--- src/hw/rtl/linear_probe_hash_table_top_macros.svh ---
// Assertion macros used by the hash table top module.
`ifndef LINEAR_PROBE_HASH_TABLE_TOP_MACROS_SVH
`define LINEAR_PROBE_HASH_TABLE_TOP_MACROS_SVH

// Same-cycle implication, checked outside reset.
`define LPHT_ASSERT_NOW(label, cond, conseq, msg) \
  label: assert property (@(posedge clk) disable iff (!rst_n) (cond) |-> (conseq)) \
    else $error(msg);

// Next-cycle implication, checked outside reset.
`define LPHT_ASSERT_NEXT(label, cond, conseq, msg) \
  label: assert property (@(posedge clk) disable iff (!rst_n) (cond) |=> (conseq)) \
    else $error(msg);

`endif

--- src/hw/rtl/lpht_ram.sv ---
module lpht_ram #(
  parameter int WIDTH = 8,
  parameter int DEPTH = 16
) (
  input  logic                     clk,
  input  logic                     we,
  input  logic [$clog2(DEPTH)-1:0] waddr,
  input  logic [WIDTH-1:0]         wdata,
  input  logic [$clog2(DEPTH)-1:0] raddr,
  output logic [WIDTH-1:0]         rdata
);

  logic [WIDTH-1:0] mem [DEPTH];

  always_ff @(posedge clk) begin
    if (we) begin
      mem[waddr] <= wdata;
    end
    rdata <= mem[raddr];
  end

endmodule

--- config.mk ---
export PLATFORM = sky130hd
export DESIGN_NAME = lpht_ram
export DESIGN_NICKNAME = d
export VERILOG_FILES = /design/src/hw/rtl/linear_probe_hash_table_top_macros.svh /design/src/hw/rtl/lpht_ram.sv
export SDC_FILE = /design/constraint.sdc
export NUM_CORES = 1
export LEC_CHECK = 0
export BUFFER_PORTS_ARGS = -buffer_cell sky130_fd_sc_hd__buf_2
export CAP_MARGIN = 20
export CORE_MARGIN = 5
export CORE_UTILIZATION = 41
export CTS_CLUSTER_SIZE = 12
export DETAILED_ROUTE_END_ITERATION = 10
export PLACE_DENSITY = 0.64
export SETUP_SLACK_MARGIN = 0.15
export SLEW_MARGIN = 0
export SYNTH_ARGS = -nofsm -noshare
export SYNTH_HDL_FRONTEND = slang
export SYNTH_SLANG_ARGS = --single-unit
--- constraint.sdc ---
create_clock -name clk -period 4 [get_ports clk]
set_clock_uncertainty 0.05 [all_clocks]
set_input_delay 0.2 -clock clk [delete_from_list [all_inputs] [get_ports clk]]
set_output_delay 0.2 -clock clk [all_outputs]
set_load 0.01 [all_outputs]
==> results of run 1 <==
-- metal layers --
metal | wire length, um | global-route usage [%] | share of wire, %
met4 | 123 | 5.25 | 1.2
met1 | 4400 | 20.0 | 43
met3 | 640 | 4.41 | 6.3
met2 | 4960 | 22.8 | 49
met5 | 0 | 0 | 0
-- layout make-up --
| cell class | count | area share (%) |
|---|---|---|
| clock buffer | 18 | 7.11 |
| clock inverter | 14 | 2.67 |
| tap | 172 | 3.56 |
| multi-input combinational | 83 | 17.6 |
| timing repair buffer | 29 | 2.78 |
| sequential | 136 | 66.3 |
-- worst paths after layout --
check / from / to / slack [ns] / cells after the start
worst max register to register: mem[1][1] / rdata[1] / 2.52 / 3
worst max-delay path: waddr[2] / mem[3][0] / 2.43 / 3
worst min register to register: mem[14][3] / rdata[3] / 0.62 / 3
worst min-delay path: wdata[4] / mem[8][4] / 0.12 / 1
-- cell usage in the layout (no fill, tap or decap), drive strengths merged --
cell / synthesis / routed
clkinv: 0 / 4
nor3: 4 / 4
nand3b: 2 / 2
nand2b: 2 / 2
and2b: 1 / 1
dfxtp: 8 / 8
nor2b: 1 / 1
a22oi: 16 / 16
clkbuf: 0 / 18
bufinv: 0 / 2
mux4: 32 / 32
nand2: 9 / 9
edfxtp: 128 / 128
inv: 0 / 5
nand3: 1 / 1
buf: 7 / 29
nor2: 13 / 13
and2: 1 / 1
clkinvlp: 0 / 3
or3b: 1 / 1
-- cells by family (layout without fill, tap and decap cells) --
family                 count (synthesis)  count (layout)  synth area share, %
DFF                                  136             136                 77.8
and+or+nand+nor                       35              35                 3.18
muxes                                 32              32                 15.0
AOI/OAI and AO/OA                     16              16                 2.33
buffers and inverters                 10              61                 1.68
-- registers in the layout, indices dropped and copies added (netlist names) --
signal,flops
mem,128
rdata,8
-- power breakdown --
group	switching (mW)	internal, mW	leakage, nW
Sequential	0.0100	1.59	1.22
Combinational	0.0860	0.0592	0.497
Clock	0.611	0.930	0.279
-- through the flow --
stage          hold WS (ns)  instances
2_1_floorplan         0.249        229
4_1_cts               0.114        451
5_1_grt               0.111        452
3_5_place_dp          0.556        419
6_report              0.122        452
3_3_place_gp          0.539        418
==> results.txt, run 1 <==
The number of antenna diodes in the final layout is 0. The count of final max-slew check failures came out at 0. Summing over every cut layer, the via total after detailed routing is 2,445. The worst setup path is captured at a register. The weighted congestion reported at the end of routability-driven placement was 0.744. The detailed router finished its first iteration with 212 violations.

For the worst setup path, the data required time is 3.99 ns. For this run, the slowest stage of the critical path takes 0.73 ns. For the count of fill cells added during filler insertion, the log shows 1,000. The cts-stage hold buffer count is 0, and the standard cell core area is 12,500 um2. TritonCTS created 17 clock buffers. The class of the tightest hold or removal check is in2reg.

The cell count after synthesis came out at 229. The die outline area was 14,900 um2; the combined global-route utilization of all metal layers was 14.7%. The floorplan has 41 rows. Data on the critical path arrives at its endpoint at 1.56 ns. The setup slack of the critical path after layout was 2.43 ns.

The layout-stage area growth over the synthesis result was 17.3%; the die boundary width was 122 um. Grouping stages by cell kind, the critical path spends the most delay in simple AND/OR/NAND/NOR gates. TritonCTS built the clock tree. Cell taking the most area after synthesis: edfxtp_1.

The total of buffers placed on input and output ports is 25. The flow ran to the end, and the final reports show no timing, DRC or antenna violations. The count of TritonRoute iterations in the first routing pass is 4, and the largest fanout of any net on the critical path is 8.

The synthesized area per cell works out to 22.5 um2. In the routed layout, each cell is associated on average with a via count of 5.41. The initial utilization of the core area, before any placement, comes to 41.3%. Entering global routing, the biggest net connects 33 pins. For the via count of the first global-routing pass, the log shows 2,506. The worst setup path is of the in2reg kind. For the clock insertion delay at the later pin of the skew report, the log shows 0.42 ns. At the end of the flow the core is filled with cells to 48.4%.

By area the synthesized netlist is led by edfxtp_1 75%, mux4_2 7.9%, mux4_1 7.1%. The share of layout cells above drive strength 1 is 28.6%. The run gives 0.375 mV as the maximum vdd drop. In this run the power density over the cells is 545 nW/um2.

The worst pin sits at a relative slew slack of 35.7%. For the hold violation count in the final report, the log shows 0. The final total negative setup slack is 0 ns. CTS built an H-tree with a depth of 4. The tool flagged a number of max-cap violations equal to 0.

The vertical die dimension came out at 122 um. The signal on the critical path passes through buf_2 > or3b_2 > nor2_1. The run gives 1.68 ns as the setup slack at placement. The final design area excluding fillers is 6040 um2. Remaining number of nets flagged by the antenna check after routing: 0. Setup repair after global routing left no endpoint under its margin. The wire length reported by the detailed router was 10,100 um; the post-synth net total was 247.

The clock sink count is 136. The clock tree buffer depth was 2; the placement-stage cell area was 5430 um2. The sort of element at the start of the critical path was an input port. Dividing the detail-routed wire length by the instance count gives 22.4 um. The final period utilization works out to 39.3%. The global route total overflow was 0. The multi-input combinational cells in the finished layout cover a total of 1060 um2. Clock-pin slew was measured on the worst setup and hold paths at 0.06 ns. Number of buffers inserted by post-CTS setup repair: 0. For this run, the top clock speed supported by timing is 0.637 GHz. Summing every instance area after synthesis gives 5150 um2.

Global-route wire length before repair: 15,200 um. The routed design could run at a clock period as short as 1.57 ns. The number of gates resized after CTS was 0; the HPWL after detailed placement was 6160 um. Counting distinct cell types in the post-synthesis netlist gives 19. By instance count, the leading cell after synthesis is edfxtp_1. Most common flop cell mapped by yosys: edfxtp_1. Leakage component of the power: 2.00 nW.

For this run, asynchronously set or reset flops after synthesis account for 0%. For this run, design rule violations remaining after detail routing come to 0. Initial antenna violation count: 0. Buffers plus inverters on the worst setup path: 1. The final layout contains 285 nets. The count of boundary I/O pins came out at 26. Register cell area after layout: 4000 um2. The cell with the largest stage delay on the worst path is nor2_1.

Counting flops with a built-in enable in the synthesized netlist gives 128. The run gives 77.8% as the portion of the post-synthesis area used by sequential elements. Buffer type at the clock tree root: clkbuf_16. Setup violations remaining at the end of the flow were counted as 0.

Synthesis inferred 136 register bits. At the pin with the least slew margin, the transition time is 0.959 ns. Sorting the synthesized cells by how often they occur yields 128 x edfxtp_1, 18 x mux4_2, 16 x a22oi_1. The design draws 3.29 mW. The portion of synthesized cell area occupied by the leading cell type is 74.7%, and the synthesis warning total is 0.
Note: power is estimated with default switching activity, not from simulation.
==> run 2, diff against run 1 <==
==> constraint.sdc (replaced) <==
create_clock -name clk -period 1.61 [get_ports clk]
set_clock_uncertainty 0.05 [all_clocks]
set_input_delay 0.0805 -clock clk [delete_from_list [all_inputs] [get_ports clk]]
set_output_delay 0.0805 -clock clk [all_outputs]
set_load 0.01 [all_outputs]
==> results.txt, run 2 (synthesis gave the netlist of run 1 again) <==
The weighted congestion reported at the end of routability-driven placement is 0.803 (+7.9%), and the largest fanout of any net on the critical path is 1 (-7). The tools report the final design area excluding fillers as 6150 um2 (+1.8%). The routed wire length per instance was 21.6 um (-3.6%). The starting DRC count in detailed routing is 207 (-2.4%).

The run gives 41 (unchanged) as the cell row count. In the final layout, the registers with the most flip-flops are mem (128), rdata (8). The run gives 49.9% (+1.2 points) as the part of the power in registers. The number of stages on the worst hold path works out to 1 (unchanged). The clock sink count was 136 (unchanged); the required time of the critical path was 1.84 ns (-2.15 ns). The run gives 4 (unchanged) as the number of H-tree levels.

The global-route wire length before repair came out at 15,700 um (+2.9%). The final total negative setup slack is 0 ns (unchanged), and the share of power burned in the clock network is 45.2% (-1.6 points). The tools report the count of non-filler cells in the finished layout as 468 (+3.5%).

For the hold violation count in the final report, the log shows 0 (unchanged). The run gives 6.42 mW (+150%) as the internal power summed over all cells. The setup slack at placement was 0.0270 ns (-1.66 ns).

The share of layout cells above drive strength 1 is 31.1% (+2.5 points), and the count of final max-slew check failures is 0 (unchanged). The clock slew seen by the registers of the worst setup and hold paths is 0.05 ns (about the same), and the clock insertion delay at the later pin of the skew report is 0.40 ns (-0.02 ns). For the initial antenna violation count, the log shows 0 (unchanged). The worst setup path is of the reg2reg kind. The tools report the overall via count from detail_route as 2,396 (-2.0%). The minimum period implied by the final worst setup slack was 1.39 ns. The run gives 2 (unchanged) as the clock tree buffer depth.

Sort of element at the start of the critical path: a register. The net switching fraction of the power is 19.4% (-2.1 points). For the final layout net count, the log shows 301 (+5.6%). Arrival time of the worst setup path: 1.61 ns (+0.05 ns).

The count of TritonRoute iterations in the first routing pass was 4 (unchanged); the slew at the pin closest to its max-slew limit was 0.803 ns (-0.156 ns). Most common cell after layout, fill and taps aside: edfxtp_1. The area growth from synthesis to layout is 19.5%. The number of flip-flops in the largest register came out at 128 (unchanged). For the remaining number of nets flagged by the antenna check after routing, the log shows 0 (unchanged). For the count of boundary I/O pins, the log shows 26 (unchanged). The total of buffers placed on input and output ports was 25 (unchanged); the vertical die dimension was 122 um (unchanged). The buffer type at the clock tree root is clkbuf_16. The logs give 46.3% (+11 points) for the worst slew margin relative to its limit and 0 (unchanged) for the number of buffers inserted by post-CTS setup repair.

The logs give 0 (unchanged) for the number of diodes added for antenna fixing and 0 (unchanged) for the final setup violation count. The global route total overflow is 0 (unchanged), and the via count of the first global-routing pass is 2,561 (+2.2%). The register with the most flip-flops was mem. The combined global-route utilization of all metal layers was 15.0% (+0.26 points); the total DRC errors in the routed layout was 0 (unchanged). The logs give 12,500 um2 (unchanged) for the standard cell core area and 435 (+3.8%) for the cell count after placement.

In the layout the commonest cells are 128 x edfxtp_1, 25 x buf_2, 19 x mux4_2. For the initial cell density of the core, the log shows 41.3% (unchanged). The reg-to-reg setup timing slack came out at 0.22 ns (-2.30 ns). The final period utilization came out at 86.2%. TritonCTS built the clock tree.

The die outline area was 14,900 um2 (unchanged); the number of cell instances on the worst register-to-register path was 3 (unchanged). The power density of the placed cells works out to 1300 nW/um2 (+140%). The total CTS buffers is 17 (unchanged). The flow ran to the end, and the final reports show no timing, DRC or antenna violations. Maximum vdd drop: 0.704 mV (+88%). The logs give 33 (unchanged) for the pin count of the biggest net entering global routing and 1,010 (+1.0%) for the count of fill cells added during filler insertion.

The leakage component of the power is 2.08 nW (+4.1%). The combinational share of power is 4.8% (+0.4 points), and the placement-stage cell area is 5590 um2 (+2.9%). The tools report the utilization after layout as 49.3% (+0.89 points). The class of the tightest hold or removal check was in2reg.

STA classifies the critical path endpoint as a register. Setup slack of the critical path after layout: 0.222 ns (-2.21 ns). For the net switching power of the design, the log shows 1.55 mW (+120%). The wire length reported by the detailed router is 10,100 um (-0.22%). The run gives 6330 um (+2.9%) as the HPWL after detailed placement.

Setup repair after global routing left no endpoint under its margin. Die boundary width: 122 um (unchanged). The via-per-instance ratio was 5.12 (-5.4%). The maximum clock frequency is 0.721 GHz, and the number of maximum-capacitance constraint violations is 0 (unchanged).
[run 2: cell count changes in the layout (fill, tap and decap cells not counted), moves of 2 or more]
cell and delta:
buf_12 +2, clkinv_4 -4, clkinv_2 +5, buf_4 +13
clkbuf_1 +3, inv_6 -5
[run 2: cell type report]
class | count | area (um2) | area share, %
multi-input cells | 83 | 1060 | 17.2
clock buffers | 22 | 454 | 7.38
repair buffers | 45 | 315 | 5.13
clock inverters | 10 | 104 | 1.69
flip-flops and latches | 136 | 4000 | 65.1
well taps | 172 | 215 | 3.50
[run 2: through the flow]
stage,power (mW),hold slack [ns]
final,7.97,0.0195
after global routing,8.24,0.0158
after CTS,8.04,0.00592
after detailed placement,4.44,0.431
after global placement,4.43,0.415
after floorplan,4.26,0.129
[run 2: worst max-delay path: stages (launching register included)]
cell and delay [ns]:
edfxtp_1 0.35, mux4_2 0.47, a22oi_1 0.30, nand2_1 0.08
[run 2: power by group through the flow]
| stage | Combinational (mW) | Sequential [mW] | Clock (mW) |
|---|---|---|---|
| after global placement | 0.379 | 4.05 | 0 |
| after floorplan | 0.201 | 4.06 | 0 |
| after CTS | 0.390 | 3.98 | 3.67 |
| final | 0.383 | 3.98 | 3.61 |
| after global routing | 0.416 | 3.99 | 3.84 |
| after detailed placement | 0.386 | 4.05 | 0 |
[run 2: routing by layer]
layer / vias up / routed length, um / track usage, %
met5: - / 0 / 0
met4: 0 / 119 / 5.25
met3: 8 / 666 / 3.90
met2: 86 / 5160 / 23.6
met1: 1223 / 4150 / 20.5
li1: 1079 / - / -
[run 2: repair_timing]
item                       4_1_cts  5_1_grt
setup endpoints to repair        0        1
gates resized for setup          0        1
hold buffers                     1        0
hold endpoints to repair         1        0
[run 2: final timing paths]
kind | from | end
worst min register to register | mem[12][1] | rdata[1]
worst max-delay path | mem[11][7] | rdata[7]
worst min-delay path | wdata[5] | mem[5][5]
worst max register to register | mem[11][7] | rdata[7]
==> run 3, diff against run 2 <==
--- a/config.mk
+++ b/config.mk
@@ -7,11 +7,14 @@
 export LEC_CHECK = 0
 export BUFFER_PORTS_ARGS = -buffer_cell sky130_fd_sc_hd__buf_2
 export CAP_MARGIN = 20
+export CELL_PAD_IN_SITES_DETAIL_PLACEMENT = 0
+export CELL_PAD_IN_SITES_GLOBAL_PLACEMENT = 1
 export CORE_MARGIN = 5
 export CORE_UTILIZATION = 41
+export CTS_BUF_LIST = sky130_fd_sc_hd__clkbuf_8
 export CTS_CLUSTER_SIZE = 12
 export DETAILED_ROUTE_END_ITERATION = 10
-export PLACE_DENSITY = 0.64
+export PLACE_DENSITY = 0.7
 export SETUP_SLACK_MARGIN = 0.15
 export SLEW_MARGIN = 0
 export SYNTH_ARGS = -nofsm -noshare
==> results.txt, run 3 (synthesis gave the netlist of run 1 again) <==
The net switching power of the design came out at 1.35 mW (-13%). The run finished with clean final reports. For the final layout net count, the log shows 310 (+3.0%). The worst hold path terminates at rdata[6]. The weighted congestion reported at the end of routability-driven placement came out at 0.698 (-13%). For the starting DRC count in detailed routing, the log shows 185 (-11%). The final setup violation count is 0 (unchanged), and the overall power after layout is 6.80 mW (-15%). The largest registers in the layout are mem (128), rdata (8). Slew at the pin closest to its max-slew limit: 0.352 ns (-0.451 ns). HPWL after detailed placement: 6220 um (-1.8%). The hold path startpoint is raddr[3].

The share of layout cells above drive strength 1 is 29.5% (-1.6 points), and the clock sink count is 136 (unchanged). The buffers plus inverters on the worst setup path was 0 (unchanged). The via-per-instance ratio was 5.07 (-0.89%); the die outline area was 14,900 um2 (unchanged). The startpoint identified for the worst register-to-register timing path is mem[1][5]. STA classifies the critical path endpoint as a register.

The initial antenna violation count was 0 (unchanged); the count of non-filler cells in the finished layout was 474 (+1.3%). STA classifies the critical path startpoint as a register. Vertical die dimension: 122 um (unchanged).

The register with the most flip-flops was mem. The tools report the share of power burned in the clock network as 35.8% (-9.4 points). The most common cell after layout, fill and taps aside was edfxtp_1. Number of diodes added for antenna fixing: 0 (unchanged). TritonCTS built the clock tree. The count of TritonRoute iterations in the first routing pass is 5 (+1). In this run the critical register-to-register path is captured at rdata[5]. Routed wire length per instance: 19.6 um (-8.9%). The maximum vdd drop was 0.409 mV (-42%); the longest individual stage delay on the worst path was 0.50 ns (+0.03 ns). The run gives 2 (unchanged) as the clock tree buffer depth.

The buffer type at the clock tree root was clkbuf_8. Leakage component of the power: 2.04 nW (-1.8%). For the combined global-route utilization of all metal layers, the log shows 14.0% (-1.0 points).

The logs give 33 (unchanged) for the pin count of the biggest net entering global routing and 0.732 GHz (+1.6%) for the maximum clock frequency. The via count of the first global-routing pass was 2,483 (-3.0%); the global route total overflow was 0 (unchanged). The number of H-tree levels came out at 4 (unchanged).

Cell with the largest stage delay on the worst path: mux4_1. The count of boundary I/O pins is 26 (unchanged), and the global-route wire length before repair is 14,800 um (-5.8%). The final period utilization works out to 84.8% (-1.4 points). The cell count after placement is 437 (+0.46%). The clock slew seen by the registers of the worst setup and hold paths is 0.07 ns (+0.02 ns), and the remaining number of nets flagged by the antenna check after routing is 0 (unchanged). The layout-stage area growth over the synthesis result is 17.1%, and the wire length reported by the detailed router is 9310 um (-7.8%). For the arrival time of the worst setup path, the log shows 1.62 ns (about the same). For the hold violation count in the final report, the log shows 0 (unchanged).

The initial cell density of the core is 41.3% (unchanged), and the worst slew margin relative to its limit is 76.5% (+30 points). The largest fanout of any net on the critical path is 1 (unchanged), and the total DRC errors in the routed layout is 0 (unchanged). The number of gates resized after CTS is 0 (unchanged), and the placement-stage cell area is 5600 um2 (+0.27%). For the overall via count from detail_route, the log shows 2,405 (+0.38%). The number of flip-flops in the largest register works out to 128 (unchanged). The minimum period implied by the final worst setup slack is 1.37 ns (-0.0224 ns). The signal on the critical path passes through mux4_1 > a22oi_1 > nand2_1. Setup repair after global routing left no endpoint under its margin. The combinational share of power was 5.7% (+0.9 points). The number of stages on the worst hold path is 5 (+4). The tools report the clock insertion delay at the later pin of the skew report as 0.42 ns (+0.02 ns). The kind of critical path is reg2reg. Total CTS buffers: 17 (unchanged). The number of maximum-capacitance constraint violations was 0 (unchanged); the count of final max-slew check failures was 0 (unchanged). Internal power summed over all cells: 5.46 mW (-15%). The logs give 41 (unchanged) for the cell row count and 58.5% (+8.6 points) for the part of the power in registers. Required time of the critical path: 1.87 ns (+0.03 ns). In this design, the largest share of critical-path delay is due to multiplexers.

Leaving out fill and tap cells, the most frequent cells in the layout are 128 x edfxtp_1, 25 x buf_2, 21 x clkbuf_8. For the standard cell core area, the log shows 12,500 um2 (unchanged). Number of cell instances on the worst register-to-register path: 3 (unchanged).

The net switching fraction of the power was 19.8% (+0.36 points); the reg-to-reg setup timing slack was 0.24 ns (+0.02 ns). The worst hold path belongs to the class in2reg. Die boundary width: 122 um (unchanged). The tightest hold margin is 0.172 ns (+0.153 ns), and the power density of the placed cells is 1130 nW/um2 (-13%). Final total negative setup slack: 0 ns (unchanged). The final design area excluding fillers was 6030 um2 (-2.0%).

The total of buffers placed on input and output ports was 25 (unchanged).
==> run 3: cell count changes in the layout (fill, tap and decap cells not counted), moves of 3 or more <==
cell,change
clkbuf_1,-4
clkbuf_8,+20
clkinv_2,-4
dlygate4sd3_1,+7
clkbuf_16,-17
inv_1,+3
==> run 3: how the worst max path moves through the flow <==
stage | to | cells past startpoint | startpoint
2_1_floorplan | mem[3][0] | 2 | waddr[2]
3_3_place_gp | rdata[1] | 5 | raddr[0]
3_5_place_dp | rdata[5] | 5 | raddr[0]
4_1_cts | rdata[3] | 3 | mem[9][3]
5_1_grt | rdata[5] | 3 | mem[0][5]
6_report | rdata[5] | 3 | mem[1][5]
==> run 3: routing by layer <==
metal / track usage (%) / vias to the layer above / routed length, um
met5: 0 / - / 0
met4: 5.88 / 0 / 136
met3: 4.41 / 7 / 364
met2: 22.4 / 54 / 4820
met1: 17.7 / 1250 / 3990
li1: - / 1094 / -
==> run 3: cell type report <==
| class | count | area [um2] |
|---|---|---|
| clock buffer | 21 | 289 |
| multi-input combinational | 83 | 1060 |
| tap | 172 | 215 |
| sequential | 136 | 4000 |
| timing repair buffer | 54 | 400 |
| clock inverter | 8 | 57.6 |
| fill | 1017 | 6440 |
==> run 3: timing repair <==
action / 4_1_cts / 5_1_grt
endpoints found under the setup margin: 0 / 0
buffers inserted: 0 / 0
hold buffers: 8 / 0
hold endpoints to repair: 128 / 0
==> run 3: tightest hold or removal path: stages <==
cell	delay (ns)
buf_2	0.12
nor2_1	0.08
buf_4	0.17
a22oi_1	0.09
nand2_1	0.06
==> run 3: stage by stage <==
step | util, % | setup slack, ns
2_1_floorplan | - | 0.213
3_3_place_gp | 44.9 | 0.0808
3_5_place_dp | 44.9 | 0.0759
4_1_cts | 48.4 | 0.222
5_1_grt | 48.4 | 0.154
6_report | 48.4 | 0.245
==> run 3: power groups by stage <==
stage	clock network (mW)	logic, mW	registers, mW
6_report	2.43	0.388	3.98
2_1_floorplan	0	0.201	4.06
5_1_grt	2.67	0.427	3.99
3_3_place_gp	0	0.373	4.06
3_5_place_dp	0	0.382	4.06
4_1_cts	2.50	0.397	3.98
